<file path="src/hdl/assert_macros.svh">
// ----------------------------------------------------------------------------
// Assertion macros
// Clocked property checks with a synchronous reset that disables them.
// ----------------------------------------------------------------------------
`ifndef ASSERT_MACROS_SVH
`define ASSERT_MACROS_SVH

// Property must hold at every clock edge outside reset.
`define ASSERT_CLK(label, clk, rst, prop, msg) \
   label: assert property (@(posedge clk) disable iff (rst) prop) \
      else $error(msg);

// Condition must never be true at a clock edge outside reset.
`define ASSERT_NEVER(label, clk, rst, cond, msg) \
   label: assert property (@(posedge clk) disable iff (rst) !(cond)) \
      else $error(msg);

`endif

</file>
<file path="src/hdl/dttf_pkg.sv">
// ----------------------------------------------------------------------------
// dttf_pkg
// Shared types, character codes and constants of the decimal text parser.
// ----------------------------------------------------------------------------
package dttf_pkg;

   localparam int VALUE_BITS               = 64;
   localparam int DEF_FRACTION_BITS        = 32;
   localparam int DEF_FRACTION_DIGITS_KEPT = 10;
   localparam int MAX_DIGITS_KEPT          = 15;

   localparam logic [4:0] EXP_MAX = 5'd31;

   localparam logic [VALUE_BITS-1:0] POS_LIMIT = 64'h7FFF_FFFF_FFFF_FFFF;
   localparam logic [VALUE_BITS-1:0] NEG_LIMIT = 64'h8000_0000_0000_0000;
   localparam logic [VALUE_BITS-1:0] POS_LIMIT_DIV10 = POS_LIMIT / 64'd10;
   localparam logic [VALUE_BITS-1:0] NEG_LIMIT_DIV10 = NEG_LIMIT / 64'd10;

   // ASCII codes
   localparam logic [7:0] CHAR_MINUS = 8'h2D;
   localparam logic [7:0] CHAR_PLUS  = 8'h2B;
   localparam logic [7:0] CHAR_POINT = 8'h2E;
   localparam logic [7:0] CHAR_LOW_E = 8'h65;
   localparam logic [7:0] CHAR_UP_E  = 8'h45;
   localparam logic [7:0] CHAR_ZERO  = 8'h30;
   localparam logic [7:0] CHAR_NINE  = 8'h39;
   localparam logic [7:0] CHAR_SPACE = 8'h20;
   localparam logic [7:0] CHAR_TAB   = 8'h09;

   // Queue between classifier and parser
   localparam int QUEUE_DEPTH     = 2;
   localparam int QUEUE_PTR_BITS  = (QUEUE_DEPTH > 1) ? $clog2(QUEUE_DEPTH) : 1;
   localparam int QUEUE_FILL_BITS = $clog2(QUEUE_DEPTH + 1);

   typedef enum logic [2:0] {
      CLS_BLANK,
      CLS_MINUS,
      CLS_PLUS,
      CLS_DIGIT,
      CLS_POINT,
      CLS_EXP,
      CLS_OTHER
   } char_class_type;

   typedef struct packed {
      char_class_type cls;
      logic [3:0]     digit;
      logic           last;
   } item_type;

   typedef struct packed {
      logic                       valid;
      logic [QUEUE_FILL_BITS-1:0] fill;
   } queue_status_type;

   typedef enum logic [2:0] {
      PH_BLANKS = 3'd0,
      PH_INT    = 3'd1,
      PH_FRAC   = 3'd2,
      PH_EXP    = 3'd3,
      PH_DONE   = 3'd4
   } phase_type;

   typedef enum logic [1:0] {
      ST_FETCH,
      ST_APPLY,
      ST_SCALE,
      ST_EMIT
   } back_state_type;

   typedef logic [VALUE_BITS-1:0] weight_table_type [0:MAX_DIGITS_KEPT];

   // floor(2^frac_bits / 10^k), evaluated at elaboration
   function automatic weight_table_type frac_weight_table(input int frac_bits);
      weight_table_type w;
      w[0] = 64'd1 << frac_bits;
      for (int k = 1; k <= MAX_DIGITS_KEPT; k++) begin
         w[k] = w[k-1] / 64'd10;
      end
      return w;
   endfunction

endpackage

</file>
<file path="src/hdl/dttf_front.sv">
// ----------------------------------------------------------------------------
// dttf_front
// Classifies incoming text bytes and queues them for the parser.
// ----------------------------------------------------------------------------
module dttf_front (
   input  logic                       clock,
   input  logic                       reset,
   input  logic                       req_valid,
   output logic                       req_stall,
   input  logic [7:0]                 req_character,
   input  logic                       req_last_of_string,
   input  logic                       q_pop,
   output dttf_pkg::item_type         q_item,
   output dttf_pkg::queue_status_type q_status
);
   import dttf_pkg::*;

   item_type                   queue_ff [QUEUE_DEPTH];
   logic [QUEUE_PTR_BITS-1:0]  wr_ptr_ff, wr_ptr_in;
   logic [QUEUE_PTR_BITS-1:0]  rd_ptr_ff, rd_ptr_in;
   logic [QUEUE_FILL_BITS-1:0] fill_ff, fill_in;
   logic                       push;
   item_type                   new_item;
   logic [7:0]                 digit_off;

   // classify
   always_comb begin
      digit_off      = req_character - CHAR_ZERO;
      new_item.digit = digit_off[3:0];
      new_item.last  = req_last_of_string;
      if (req_character inside {CHAR_SPACE, CHAR_TAB}) begin
         new_item.cls = CLS_BLANK;
      end else if (req_character == CHAR_MINUS) begin
         new_item.cls = CLS_MINUS;
      end else if (req_character == CHAR_PLUS) begin
         new_item.cls = CLS_PLUS;
      end else if (req_character inside {[CHAR_ZERO:CHAR_NINE]}) begin
         new_item.cls = CLS_DIGIT;
      end else if (req_character == CHAR_POINT) begin
         new_item.cls = CLS_POINT;
      end else if (req_character inside {CHAR_LOW_E, CHAR_UP_E}) begin
         new_item.cls = CLS_EXP;
      end else begin
         new_item.cls = CLS_OTHER;
      end
   end

   assign req_stall = (fill_ff == QUEUE_FILL_BITS'(QUEUE_DEPTH));
   assign push      = req_valid && !req_stall;

   always_comb begin
      wr_ptr_in = wr_ptr_ff;
      rd_ptr_in = rd_ptr_ff;
      fill_in   = fill_ff;
      if (push) begin
         wr_ptr_in = (wr_ptr_ff == QUEUE_PTR_BITS'(QUEUE_DEPTH - 1)) ? '0 :
                     wr_ptr_ff + 1'b1;
      end
      if (q_pop) begin
         rd_ptr_in = (rd_ptr_ff == QUEUE_PTR_BITS'(QUEUE_DEPTH - 1)) ? '0 :
                     rd_ptr_ff + 1'b1;
      end
      if (push && !q_pop) begin
         fill_in = fill_ff + 1'b1;
      end else if (!push && q_pop) begin
         fill_in = fill_ff - 1'b1;
      end
   end

   always_ff @(posedge clock) begin
      if (reset) begin
         wr_ptr_ff <= '0;
         rd_ptr_ff <= '0;
         fill_ff   <= '0;
      end else begin
         wr_ptr_ff <= wr_ptr_in;
         rd_ptr_ff <= rd_ptr_in;
         fill_ff   <= fill_in;
      end
   end

   always_ff @(posedge clock) begin
      if (push) begin
         queue_ff[wr_ptr_ff] <= new_item;
      end
   end

   assign q_item         = queue_ff[rd_ptr_ff];
   assign q_status.valid = (fill_ff != '0);
   assign q_status.fill  = fill_ff;

endmodule

</file>
<file path="src/hdl/dttf_back.sv">
// ----------------------------------------------------------------------------
// dttf_back
// Parser: phase tracking, saturating accumulate, exponent scaling, result.
// ----------------------------------------------------------------------------
module dttf_back #(
   parameter int FRACTION_BITS        = dttf_pkg::DEF_FRACTION_BITS,
   parameter int FRACTION_DIGITS_KEPT = dttf_pkg::DEF_FRACTION_DIGITS_KEPT
) (
   input  logic                       clock,
   input  logic                       reset,
   input  dttf_pkg::item_type         q_item,
   input  dttf_pkg::queue_status_type q_status,
   output logic                       q_pop,
   output logic                       rsp_valid,
   input  logic                       rsp_stall,
   output logic signed [63:0]         rsp_value,
   output logic                       rsp_saturated
);
   import dttf_pkg::*;

   localparam weight_table_type FRAC_WEIGHT = frac_weight_table(FRACTION_BITS);
   localparam logic [3:0]       KEPT        = 4'(FRACTION_DIGITS_KEPT);

   back_state_type         state_ff, state_in;
   phase_type              phase_ff, phase_in;
   logic                   negative_ff, negative_in;
   logic [VALUE_BITS-1:0]  mag_ff, mag_in;
   logic [3:0]             fpos_ff, fpos_in;
   logic [4:0]             exp_ff, exp_in;
   logic                   ovf_ff, ovf_in;
   logic [VALUE_BITS-1:0]  op_ff, op_in;
   logic                   last_ff, last_in;
   logic [4:0]             cnt_ff, cnt_in;
   logic                   rsp_valid_ff, rsp_valid_in;
   logic [VALUE_BITS-1:0]  rsp_value_ff, rsp_value_in;
   logic                   rsp_sat_ff, rsp_sat_in;

   logic [VALUE_BITS-1:0]  lim, lim_div10, ten_val, weight, frac_prod;
   logic [VALUE_BITS:0]    sum;
   logic                   ten_over, add_over;
   logic                   consumed, go_apply, out_free;
   phase_type              phase_eff;
   logic [3:0]             fpos_next;
   logic [8:0]             exp_ext, exp_acc;

   // shared arithmetic
   always_comb begin
      lim       = negative_ff ? NEG_LIMIT : POS_LIMIT;
      lim_div10 = negative_ff ? NEG_LIMIT_DIV10 : POS_LIMIT_DIV10;
      ten_over  = (mag_ff > lim_div10);
      ten_val   = (mag_ff << 3) + (mag_ff << 1);
      sum       = {1'b0, mag_ff} + {1'b0, op_ff};
      add_over  = (sum > {1'b0, lim});
      fpos_next = fpos_ff + 4'd1;
      weight    = FRAC_WEIGHT[fpos_next];
      frac_prod = (q_item.digit[0] ? weight        : '0) +
                  (q_item.digit[1] ? (weight << 1) : '0) +
                  (q_item.digit[2] ? (weight << 2) : '0) +
                  (q_item.digit[3] ? (weight << 3) : '0);
      exp_ext   = {4'd0, exp_ff};
      exp_acc   = (exp_ext << 3) + (exp_ext << 1) + {5'd0, q_item.digit};
      out_free  = !rsp_valid_ff || !rsp_stall;
   end

   // byte decode
   always_comb begin
      consumed  = 1'b0;
      phase_eff = phase_ff;
      if (phase_ff == PH_BLANKS) begin
         case (q_item.cls)
            CLS_BLANK, CLS_MINUS, CLS_PLUS: consumed = 1'b1;
            default:                        phase_eff = PH_INT;
         endcase
      end
      go_apply = !consumed && (q_item.cls == CLS_DIGIT) &&
                 ((phase_eff == PH_INT) ||
                  ((phase_eff == PH_FRAC) && (fpos_ff < KEPT)));
   end

   assign q_pop = (state_ff == ST_FETCH) && q_status.valid;

   // next state
   always_comb begin
      state_in = state_ff;
      case (state_ff)
         ST_FETCH: begin
            if (q_status.valid) begin
               if (go_apply) begin
                  state_in = ST_APPLY;
               end else if (q_item.last) begin
                  state_in = ST_SCALE;
               end
            end
         end
         ST_APPLY: state_in = last_ff ? ST_SCALE : ST_FETCH;
         ST_SCALE: state_in = (cnt_ff == '0) ? ST_EMIT : ST_SCALE;
         ST_EMIT:  state_in = out_free ? ST_FETCH : ST_EMIT;
         default:  state_in = ST_FETCH;
      endcase
   end

   // datapath
   always_comb begin
      phase_in     = phase_ff;
      negative_in  = negative_ff;
      mag_in       = mag_ff;
      fpos_in      = fpos_ff;
      exp_in       = exp_ff;
      ovf_in       = ovf_ff;
      op_in        = op_ff;
      last_in      = last_ff;
      cnt_in       = cnt_ff;
      rsp_valid_in = rsp_valid_ff && rsp_stall;
      rsp_value_in = rsp_value_ff;
      rsp_sat_in   = rsp_sat_ff;
      case (state_ff)
         ST_FETCH: begin
            if (q_status.valid) begin
               last_in = q_item.last;
               if (phase_ff == PH_BLANKS) begin
                  case (q_item.cls)
                     CLS_MINUS: begin
                        negative_in = 1'b1;
                        phase_in    = PH_INT;
                     end
                     CLS_PLUS: phase_in = PH_INT;
                     default:  phase_in = phase_ff;
                  endcase
               end
               if (!consumed) begin
                  phase_in = phase_eff;
                  case (phase_eff)
                     PH_INT: begin
                        case (q_item.cls)
                           CLS_DIGIT: begin
                              if (!ovf_ff) begin
                                 if (ten_over) begin
                                    mag_in = lim;
                                    ovf_in = 1'b1;
                                 end else begin
                                    mag_in = ten_val;
                                 end
                              end
                              op_in = VALUE_BITS'(q_item.digit) << FRACTION_BITS;
                           end
                           CLS_POINT: phase_in = PH_FRAC;
                           CLS_EXP:   phase_in = PH_EXP;
                           default:   phase_in = PH_DONE;
                        endcase
                     end
                     PH_FRAC: begin
                        case (q_item.cls)
                           CLS_DIGIT: begin
                              if (fpos_ff < KEPT) begin
                                 fpos_in = fpos_next;
                                 op_in   = frac_prod;
                              end
                           end
                           CLS_EXP: phase_in = PH_EXP;
                           default: phase_in = PH_DONE;
                        endcase
                     end
                     PH_EXP: begin
                        if (q_item.cls == CLS_DIGIT) begin
                           exp_in = (exp_acc > {4'd0, EXP_MAX}) ? EXP_MAX : exp_acc[4:0];
                        end else begin
                           phase_in = PH_DONE;
                        end
                     end
                     default: phase_in = PH_DONE;
                  endcase
               end
               cnt_in = exp_in;
            end
         end
         ST_APPLY: begin
            if (!ovf_ff) begin
               if (add_over) begin
                  mag_in = lim;
                  ovf_in = 1'b1;
               end else begin
                  mag_in = sum[VALUE_BITS-1:0];
               end
            end
         end
         ST_SCALE: begin
            if (cnt_ff != '0) begin
               cnt_in = cnt_ff - 5'd1;
               if (!ovf_ff) begin
                  if (ten_over) begin
                     mag_in = lim;
                     ovf_in = 1'b1;
                  end else begin
                     mag_in = ten_val;
                  end
               end
            end
         end
         ST_EMIT: begin
            if (out_free) begin
               rsp_valid_in = 1'b1;
               rsp_value_in = negative_ff ? ('0 - mag_ff) : mag_ff;
               rsp_sat_in   = ovf_ff;
               phase_in     = PH_BLANKS;
               negative_in  = 1'b0;
               mag_in       = '0;
               fpos_in      = '0;
               exp_in       = '0;
               ovf_in       = 1'b0;
            end
         end
         default: begin
            phase_in = phase_ff;
         end
      endcase
   end

   always_ff @(posedge clock) begin
      if (reset) begin
         state_ff     <= ST_FETCH;
         phase_ff     <= PH_BLANKS;
         negative_ff  <= 1'b0;
         mag_ff       <= '0;
         fpos_ff      <= '0;
         exp_ff       <= '0;
         ovf_ff       <= 1'b0;
         last_ff      <= 1'b0;
         cnt_ff       <= '0;
         rsp_valid_ff <= 1'b0;
      end else begin
         state_ff     <= state_in;
         phase_ff     <= phase_in;
         negative_ff  <= negative_in;
         mag_ff       <= mag_in;
         fpos_ff      <= fpos_in;
         exp_ff       <= exp_in;
         ovf_ff       <= ovf_in;
         last_ff      <= last_in;
         cnt_ff       <= cnt_in;
         rsp_valid_ff <= rsp_valid_in;
      end
   end

   always_ff @(posedge clock) begin
      op_ff        <= op_in;
      rsp_value_ff <= rsp_value_in;
      rsp_sat_ff   <= rsp_sat_in;
   end

   assign rsp_valid     = rsp_valid_ff;
   assign rsp_value     = signed'(rsp_value_ff);
   assign rsp_saturated = rsp_sat_ff;

endmodule

</file>
<file path="src/hdl/decimal_text_to_fixed_point_core.sv">
// ----------------------------------------------------------------------------
// decimal_text_to_fixed_point_core
// Parses decimal text, one byte per beat, into signed Q31.32 fixed point.
// ----------------------------------------------------------------------------
//
//   channel | direction | handshake            | payload
//   --------+-----------+----------------------+----------------------------------
//   req     | in        | req_valid/req_stall  | req_character, req_last_of_string
//   rsp     | out       | rsp_valid/rsp_stall  | rsp_value, rsp_saturated
//
// Steps: an integer digit or a kept fraction digit passes ST_FETCH (times ten or
//   weight product), then ST_APPLY (the saturating 64-bit add); any other beat,
//   exponent digits and dropped fraction digits included, needs only ST_FETCH. A
//   beat marked last then runs ST_SCALE, exponent (at most 31) steps of the single
//   times-ten unit, and ST_EMIT, which loads the output register.
// Reset: synchronous, active high; clears the queue, parser state and rsp_valid.
// Stalls: req_stall rises when the 2-entry queue is full. rsp_stall holds the
//   output register; the parser keeps consuming beats until it has its next
//   result ready.
//
`include "assert_macros.svh"

module decimal_text_to_fixed_point_core #(
   parameter int FRACTION_BITS        = dttf_pkg::DEF_FRACTION_BITS,
   parameter int FRACTION_DIGITS_KEPT = dttf_pkg::DEF_FRACTION_DIGITS_KEPT
) (
   input  logic               clock,
   input  logic               reset,
   input  logic               req_valid,
   output logic               req_stall,
   input  logic [7:0]         req_character,
   input  logic               req_last_of_string,
   output logic               rsp_valid,
   input  logic               rsp_stall,
   output logic signed [63:0] rsp_value,
   output logic               rsp_saturated
);
   import dttf_pkg::*;

   item_type         q_item;
   queue_status_type q_status;
   logic             q_pop;
   logic             sat_at_limit;

   // front: classify and queue each byte
   dttf_front u_front (
      .clock              (clock),
      .reset              (reset),
      .req_valid          (req_valid),
      .req_stall          (req_stall),
      .req_character      (req_character),
      .req_last_of_string (req_last_of_string),
      .q_pop              (q_pop),
      .q_item             (q_item),
      .q_status           (q_status)
   );

   // back: accumulate, scale by exponent, drive the result register
   dttf_back #(
      .FRACTION_BITS        (FRACTION_BITS),
      .FRACTION_DIGITS_KEPT (FRACTION_DIGITS_KEPT)
   ) u_back (
      .clock         (clock),
      .reset         (reset),
      .q_item        (q_item),
      .q_status      (q_status),
      .q_pop         (q_pop),
      .rsp_valid     (rsp_valid),
      .rsp_stall     (rsp_stall),
      .rsp_value     (rsp_value),
      .rsp_saturated (rsp_saturated)
   );

   assign sat_at_limit = ($unsigned(rsp_value) == POS_LIMIT) ||
                         ($unsigned(rsp_value) == NEG_LIMIT);

   // queue occupancy never passes its depth
   `ASSERT_NEVER(a_fill_bound, clock, reset, q_status.fill > QUEUE_FILL_BITS'(QUEUE_DEPTH), "queue overfilled")

   // parser only takes an entry that is there
   `ASSERT_CLK(a_pop_has_item, clock, reset, q_pop |-> q_status.valid, "pop from empty queue")

   // a clamped result is exactly one of the two limits
   `ASSERT_CLK(a_sat_is_limit, clock, reset, (rsp_valid && rsp_saturated) |-> sat_at_limit, "saturated value is not a limit")

endmodule

</file>
<file path="config.mk">
export PLATFORM = sky130hd
export DESIGN_NAME = decimal_text_to_fixed_point_core
export DESIGN_NICKNAME = d
export VERILOG_FILES = /design/src/hdl/dttf_pkg.sv /design/src/hdl/dttf_front.sv /design/src/hdl/dttf_back.sv /design/src/hdl/decimal_text_to_fixed_point_core.sv
export VERILOG_INCLUDE_DIRS = /design/src /design/src/hdl
export SDC_FILE = /design/constraint.sdc
export NUM_CORES = 1
export LEC_CHECK = 0
export BUFFER_PORTS_ARGS = -buffer_cell sky130_fd_sc_hd__buf_2
export CAP_MARGIN = 20
export CELL_PAD_IN_SITES_DETAIL_PLACEMENT = 0
export CELL_PAD_IN_SITES_GLOBAL_PLACEMENT = 2
export CORE_MARGIN = 1.5
export CORE_UTILIZATION = 40
export CTS_BUF_LIST = sky130_fd_sc_hd__clkbuf_8
export DETAILED_ROUTE_END_ITERATION = 8
export GPL_TIMING_DRIVEN = 0
export PLACE_DENSITY = 0.88
export SLEW_MARGIN = 30
export SYNTH_ARGS = -nofsm -noshare
export SYNTH_HDL_FRONTEND = slang
export SYNTH_HIERARCHICAL = 1
export SYNTH_SLANG_ARGS = --single-unit
</file>
<file path="constraint.sdc">
create_clock -name clock -period 6.7 [get_ports clock]
set_input_delay 1.34 -clock clock [delete_from_list [all_inputs] [get_ports clock]]
set_output_delay 1.34 -clock clock [all_outputs]
set_load 0.01 [all_outputs]
</file>
# After elaboration in Yosys (flattened, before gate mapping)
# Memories as Yosys holds them, arrays and structs flattened. A register that Yosys moved wholly into a read port is not among the register bits.
# Index checks and enable logic that the tools add are counted.
# Widths: inputs -> output; s select.
# op_classes
n_eq_ne	36
n_bitwise	2
n_lt_le_gt_ge	7
n_addsub	15
mux	91
n_reduce_logical	42
# op_table
operator	count
$mux 64	21
$add 64x64->64	4
$pmux 64 s4	1
$pmux 64 s2	1
$add 64x64->65	1
$gt 65x64->1	1
$gt 64x60->1 const B	1
$sub 1x64->64 const A	1
$mux 3	13
$mux 5	7
$eq 8x6->1 const B	4
$mux 1	24
$mux 4	6
$reduce_and 7->1	3
$ne 2x1->1 const B	10
$pmux 5 s2	2
$pmux 3 s3	2
$eq 8x7->1 const B	2
$mux 2	8
$reduce_bool 2->1	7
$eq 3x2->1 const B	4
$pmux 3 s2	2
$reduce_and 5->1	2
$add 8x6->9	1
other kinds (38)	65
# totals
reg_bits	220
n_memories	2
mem_bits_rw	16
mem_bits_ro	1024
in_bits	13
# memory_table
name	words	word_bits	read_ports	rd_clocked_by_memory_dff	wr	line_no	text
(name not given)	16	64	1	0	0	dttf_back.sv:55	weight = FRAC_WEIGHT[fpos_next];
u_front.queue_ff	2	8	1	1	1	dttf_front.sv:18	item_type queue_ff [QUEUE_DEPTH];

# Logic depth before layout (Yosys ltp)
# logic_depth
word_depth	12
mapped_depth	26
depth_no_buf	25

# Cells and area by module
# The synthesis kept the hierarchy.
# by_module_without_submodules
mod	instances	cells_per_inst	seq_area_each_um2	area_per_inst_um2
dttf_back	1	2474	4804.6	20240.7
dttf_front	1	75	580.6	929.6

# Least setup slack after synthesis
# No wires, ideal clock.
# synth_timing
path_kind	input-to-reg
start	in rsp_stall
end	reg u_back.phase_ff[0]
arrival_ns	5.999
setup_time_ns	0.128
path_buffers	0
path_slack_ns	0.574
cell_stages	5
cell_sequence	a21oi_1 -> nor2_1 -> a31oi_1 -> mux2i_1 -> nor2_1
# synth_between
elab_chain_cells	4
# synth_rtl
item	line_no	text
start, declared	decimal_text_to_fixed_point_core.sv:34	input logic rsp_stall,
$logic_not 1->1	dttf_back.sv:62	out_free = !rsp_valid_ff || !rsp_stall;
$logic_or 1x1->1	dttf_back.sv:62	
$ne 2x1->1 (no source line)	n/a	
$reduce_and 5->1 (no source line)	n/a	
end signal, assigned	dttf_back.sv:232	phase_ff <= phase_in;
end, declared	dttf_back.sv:25	phase_type phase_ff, phase_in;
# Every way passes these cells.
# A chain may end at the register's enable or synchronous reset.

# Worst setup path in the final report
# layout_timing
start	reg u_back.mag_ff[0]
end	reg u_back.mag_ff[55]
# layout_between
elab_chain_cells	8
elab_cells_between_ends	14
cone_classes	2 x add/sub; 2 x order compare; 10 x mux
# layout_rtl
item	line_no	text
start, declared	dttf_back.sv:27	logic [VALUE_BITS-1:0] mag_ff, mag_in;
start signal, assigned	dttf_back.sv:234	mag_ff <= mag_in;
branches (longest 7 deep; another with $add 64x64->65)	n/a	
$pmux 64 s4 *	dttf_back.sv:116	case (state_ff)
# Every way passes the cells marked *. The select of a mux whose other input is x is not followed.

==> summary.md <==
| Metric | Value |
|---|---|
| Comb pwr share | 71.6% |
| Die Area | between 50,000 and 60,000 µm² |
| CTS Buffer Depth | 3 |
| Post-DR wirelength/cell | approximately 21 µm |
| Max VDD drop | around 0.21 mV |
| Largest net degree at the start of global routing | 48 |
| Setup TNS | 0 ns |
| Final Cell Area | approximately 24,000 µm² |
| Clk pwr share | between 10% and 20% |
| Max-slew violations | 0 |
| Initial Util | between 40 and 50% |
| I/O pin total | 80 |
| Number of synthesized flops with an enable pin | between 100 and 150 |
| Leak | 0.01037 µW |
| Worst Slack Setup Final | approximately 0.32 ns |
| Sequential Power Share | between 10% and 20% |
| Worst hold path type | reg2reg |
| Register area share after synthesis | between 20 and 30% |
| Syn avg cell area | a little over 8 µm² |
| Mapped cell area | approximately 21,000 µm² |
| #FFs+latches synth | 210 |
| Placed Instance Area | ~23,000 µm² |
| Drt via density | just under 6 |
| Initial antenna violation count | 0 |
| Drt initial violations | about 1,600 |
| Syn Nets | approximately 2,800 |
| Clk_lat worst skew | 0.63 ns |
| Wirelength, routed | ~70,000 µm |
| Clock transition at the registers of the reported paths | roughly 0.070 ns |
| Sink Count | 210 |
| Filler Cell Count | between 5,000 and 6,000 |
| Die width | around 230 µm |
| # hold bufs at CTS | 0 |
| Final number of hold-violating endpoints | 0 |
| Core area | 52,450 µm² |
| Required time of the critical path | between 7 and 8 ns |
| Detail Placement HPWL | between 50,000 and 60,000 µm |
| H-tree levels | 2 |
| CTS tree | built |
| Reg area | 5409 µm² |
| Critical path fanouts, max | 10 |
| Max-cap check violation count | 0 |
| Worst-Margin Slew | about 1.0 ns |
| GRT overflow | 0 |
| Row cnt | between 80 and 90 |
| Final Util | a little under half |
| Vias in the first global route | about 19,000 |
| Yosys synthesis warning count | 6 |
| Area Growth Syn to Fin | 12.22% |
| Cells after Synth | approximately 2,500 |
| Port bufs | 79 |
| GRT Resource Usage Total | between 20% and 30% |
| Critical path class | reg2reg |
| Share of cells above drive strength 1 | 9.808% |
| Die height | 233.1 µm |
| Pre-CTS setup slack | -1.926 ns |
| Pwr/cell area | about 550 nW/µm² |
| Multi-input gate area | around 15,000 µm² |
| Max Fclk | around 160 MHz |
| Worst EP arrival | ~7 ns |
| Detailed-route DRC error count | 0 |
| Crit start category | register |
| Netlist cell types | 77 |
| Max_slew headroom | a little under a third |
| Worst setup EP type | register |
| First-pass GRT wire length | approximately 110,000 µm |
| # nets final | slightly below 3,000 |
| Skew final | 0.06074 ns |
| Setup-failing EPs final | 0 |
| CTS buffer count | between 40 and 50 |
| First-pass DRT Iterations | 5 |
| Clock Tree Root | clkbuf_8 |
| GPL Wtd Cong | 0.9195 |
| Pint | 6135 µW |
| Minimum clock period | around 6.4 ns |
| Vias | around 20,000 |
| Ys flop type | edfxtp_1 |
| Switching power | between 6000 and 7000 µW |
| Sw frac | between 50% and 60% |
| Status | completed |
| Final Cycle Share | 95.26% |
| FFs w/ async S/R, synth | 0% |
| RSZ-0062 raised after global routing | no |
| Post-DRT Antenna Nets | 0 |
## area by class of cell
class	count	area share, %
Multi-Input combinational cell	2117	63.83
Timing Repair Buffer	93	2.360
Buffer	123	2.133
Inverter	95	1.501
Clock buffer	43	2.491
Clock inverter	31	1.280
Antenna cell	1	0.01053
Tap cell	688	3.624
Sequential cell	210	22.77
## worst max-delay path: stages (launching register included)
cell and delay (ns):
dfxtp_4 0.40, ha_1 0.27, fa_1 0.44, a211oi_1 0.27
o21a_1 0.27, a211oi_2 0.13, nor3_2 0.31, o21ai_1 0.23
a21o_1 0.22, a21o_1 0.19, a21o_1 0.18, a21oi_1 0.18
xnor2_1 0.13, ha_1 0.31, nand3_1 0.08, or3_1 0.45
nor3_2 0.27, o31ai_1 0.17, a31oi_1 0.30, o31ai_1 0.12
o21ai_1 0.18, buf_4 0.27, clkbuf_1 0.45, o21ai_0 0.18
a211oi_1 0.23
## what timing repair did
action                     4_1_cts  5_1_grt
pin swaps                        3        6
setup endpoints to repair       69       68
cloned                           0        0
resized for setup               43       40
setup buffers                    3        7
## cell families (layout without fill, tap and decap cells)
| family | count (synthesis) | in the layout | share of synthesized area, % |
|---|---|---|---|
| fa+ha+maj | 275 | 275 | 18.06 |
| buf+inv | 222 | 385 | 3.989 |
| xor+xnor | 199 | 199 | 8.233 |
| compound gates | 764 | 764 | 23.30 |
| mux | 28 | 28 | 1.377 |
| other cells | 0 | 1 | 0 |
| simple gates | 851 | 851 | 19.60 |
| flops | 210 | 210 | 25.44 |
## Yosys cell counts (21+ instances only)
cell type / instances / area, µm²
o31ai_1: 33 / 247.7
xor2_1: 61 / 534.3
or3_1: 27 / 168.9
a211oi_1: 59 / 442.9
a21o_1: 112 / 840.8
dfxtp_1: 92 / 1842
ha_1: 224 / 2803
and2_1: 33 / 206.5
nand4_1: 54 / 337.8
nand3_1: 56 / 280.3
and3_1: 38 / 237.7
o21bai_1: 21 / 157.7
o21ai_0: 142 / 710.7
nor2_1: 236 / 885.9
inv_1: 93 / 349.1
nor3_1: 48 / 240.2
fa_1: 51 / 1021
clkbuf_1: 117 / 439.2
xnor2_1: 138 / 1209
edfxtp_1: 118 / 3543
nand2b_1: 30 / 187.7
a21oi_1: 224 / 1121
a31oi_1: 23 / 143.9
nand2_1: 222 / 833.3
## path summary, 6_finish.rpt
kind | from | slack [ns] | end | cells after the start
worst max-delay path | u_back/mag_ff[0]$_SDFFE_PP0P_ | 0.32 | u_back/mag_ff[55]$_SDFFE_PP0P_ | 24
worst min-delay path | u_back/last_ff$_SDFFE_PP0P_ | 0.46 | u_back/last_ff$_SDFFE_PP0P_ | 2
worst max register to register | u_back/mag_ff[0]$_SDFFE_PP0P_ | 0.32 | u_back/mag_ff[55]$_SDFFE_PP0P_ | 24
worst min register to register | u_back/last_ff$_SDFFE_PP0P_ | 0.46 | u_back/last_ff$_SDFFE_PP0P_ | 2
## sequential cells by signal, summed over array words and instances (netlist names), named ones only
signal                cells
u_front/rd_ptr_ff         1
u_back/phase_ff           3
u_back/fpos_ff            4
u_back/mag_ff            64
u_back/exp_ff             5
u_back/state_ff           2
u_front/wr_ptr_ff         1
u_back/ovf_ff             1
u_back/rsp_value         64
u_back/negative_ff        1
u_front/fill_ff           2
u_back/last_ff            1
u_back/rsp_saturated      1
u_back/cnt_ff             5
u_back/rsp_valid          1
u_front/queue_ff         16
u_back/op_ff             37
## per-stage QoR
| stage | power, µW | cells | hold WS (ns) |
|---|---|---|---|
| after floorplan | 8867 | 2549 | 0.4308 |
| after global placement | 11260 | 3316 | 0.4458 |
| after detailed placement | 11360 | 3320 | 0.4480 |
| after CTS | 12940 | 3394 | 0.4567 |
| after global routing | 14260 | 3400 | 0.4982 |
| final | 13110 | 3401 | 0.4551 |
## power by group through the flow
stage               clock, µW  sequential (µW)  combinational [µW]
floorplan                   0             2040                6830
global placement            0             2300                8970
detailed placement          0             2280                9080
CTS                      1480             2250                9200
global route             1530             2300               10400
finish                   1440             2280                9390
## cells in the final DEF (no fill, tap or decap), drive strengths merged, types with 33 or more instances in the layout
| cell | synthesis | routed |
|---|---|---|
| and2 | 34 | 34 |
| and3 | 39 | 39 |
| inv | 93 | 99 |
| ha | 224 | 224 |
| a211oi | 59 | 59 |
| nor3 | 48 | 48 |
| dfxtp | 92 | 92 |
| o21ai | 142 | 142 |
| a21oi | 224 | 224 |
| buf | 10 | 104 |
| xor2 | 61 | 61 |
| fa | 51 | 51 |
| xnor2 | 138 | 138 |
| a21o | 112 | 112 |
| edfxtp | 118 | 118 |
| nand3 | 56 | 56 |
| clkbuf | 117 | 155 |
| nor2 | 236 | 236 |
| nand4 | 54 | 54 |
| o31ai | 33 | 33 |
| nand2 | 223 | 223 |
## routing by layer
layer | up-vias | routed length (µm) | track usage, %
li1 | 9650 | - | -
met4 | 0 | 2647 | 9.476
met2 | 627 | 31420 | 41.33
met3 | 148 | 4014 | 2.966
met5 | - | 0 | 0
met1 | 9551 | 32260 | 34.59
No activity file was read; power rests on OpenSTA's default activity.
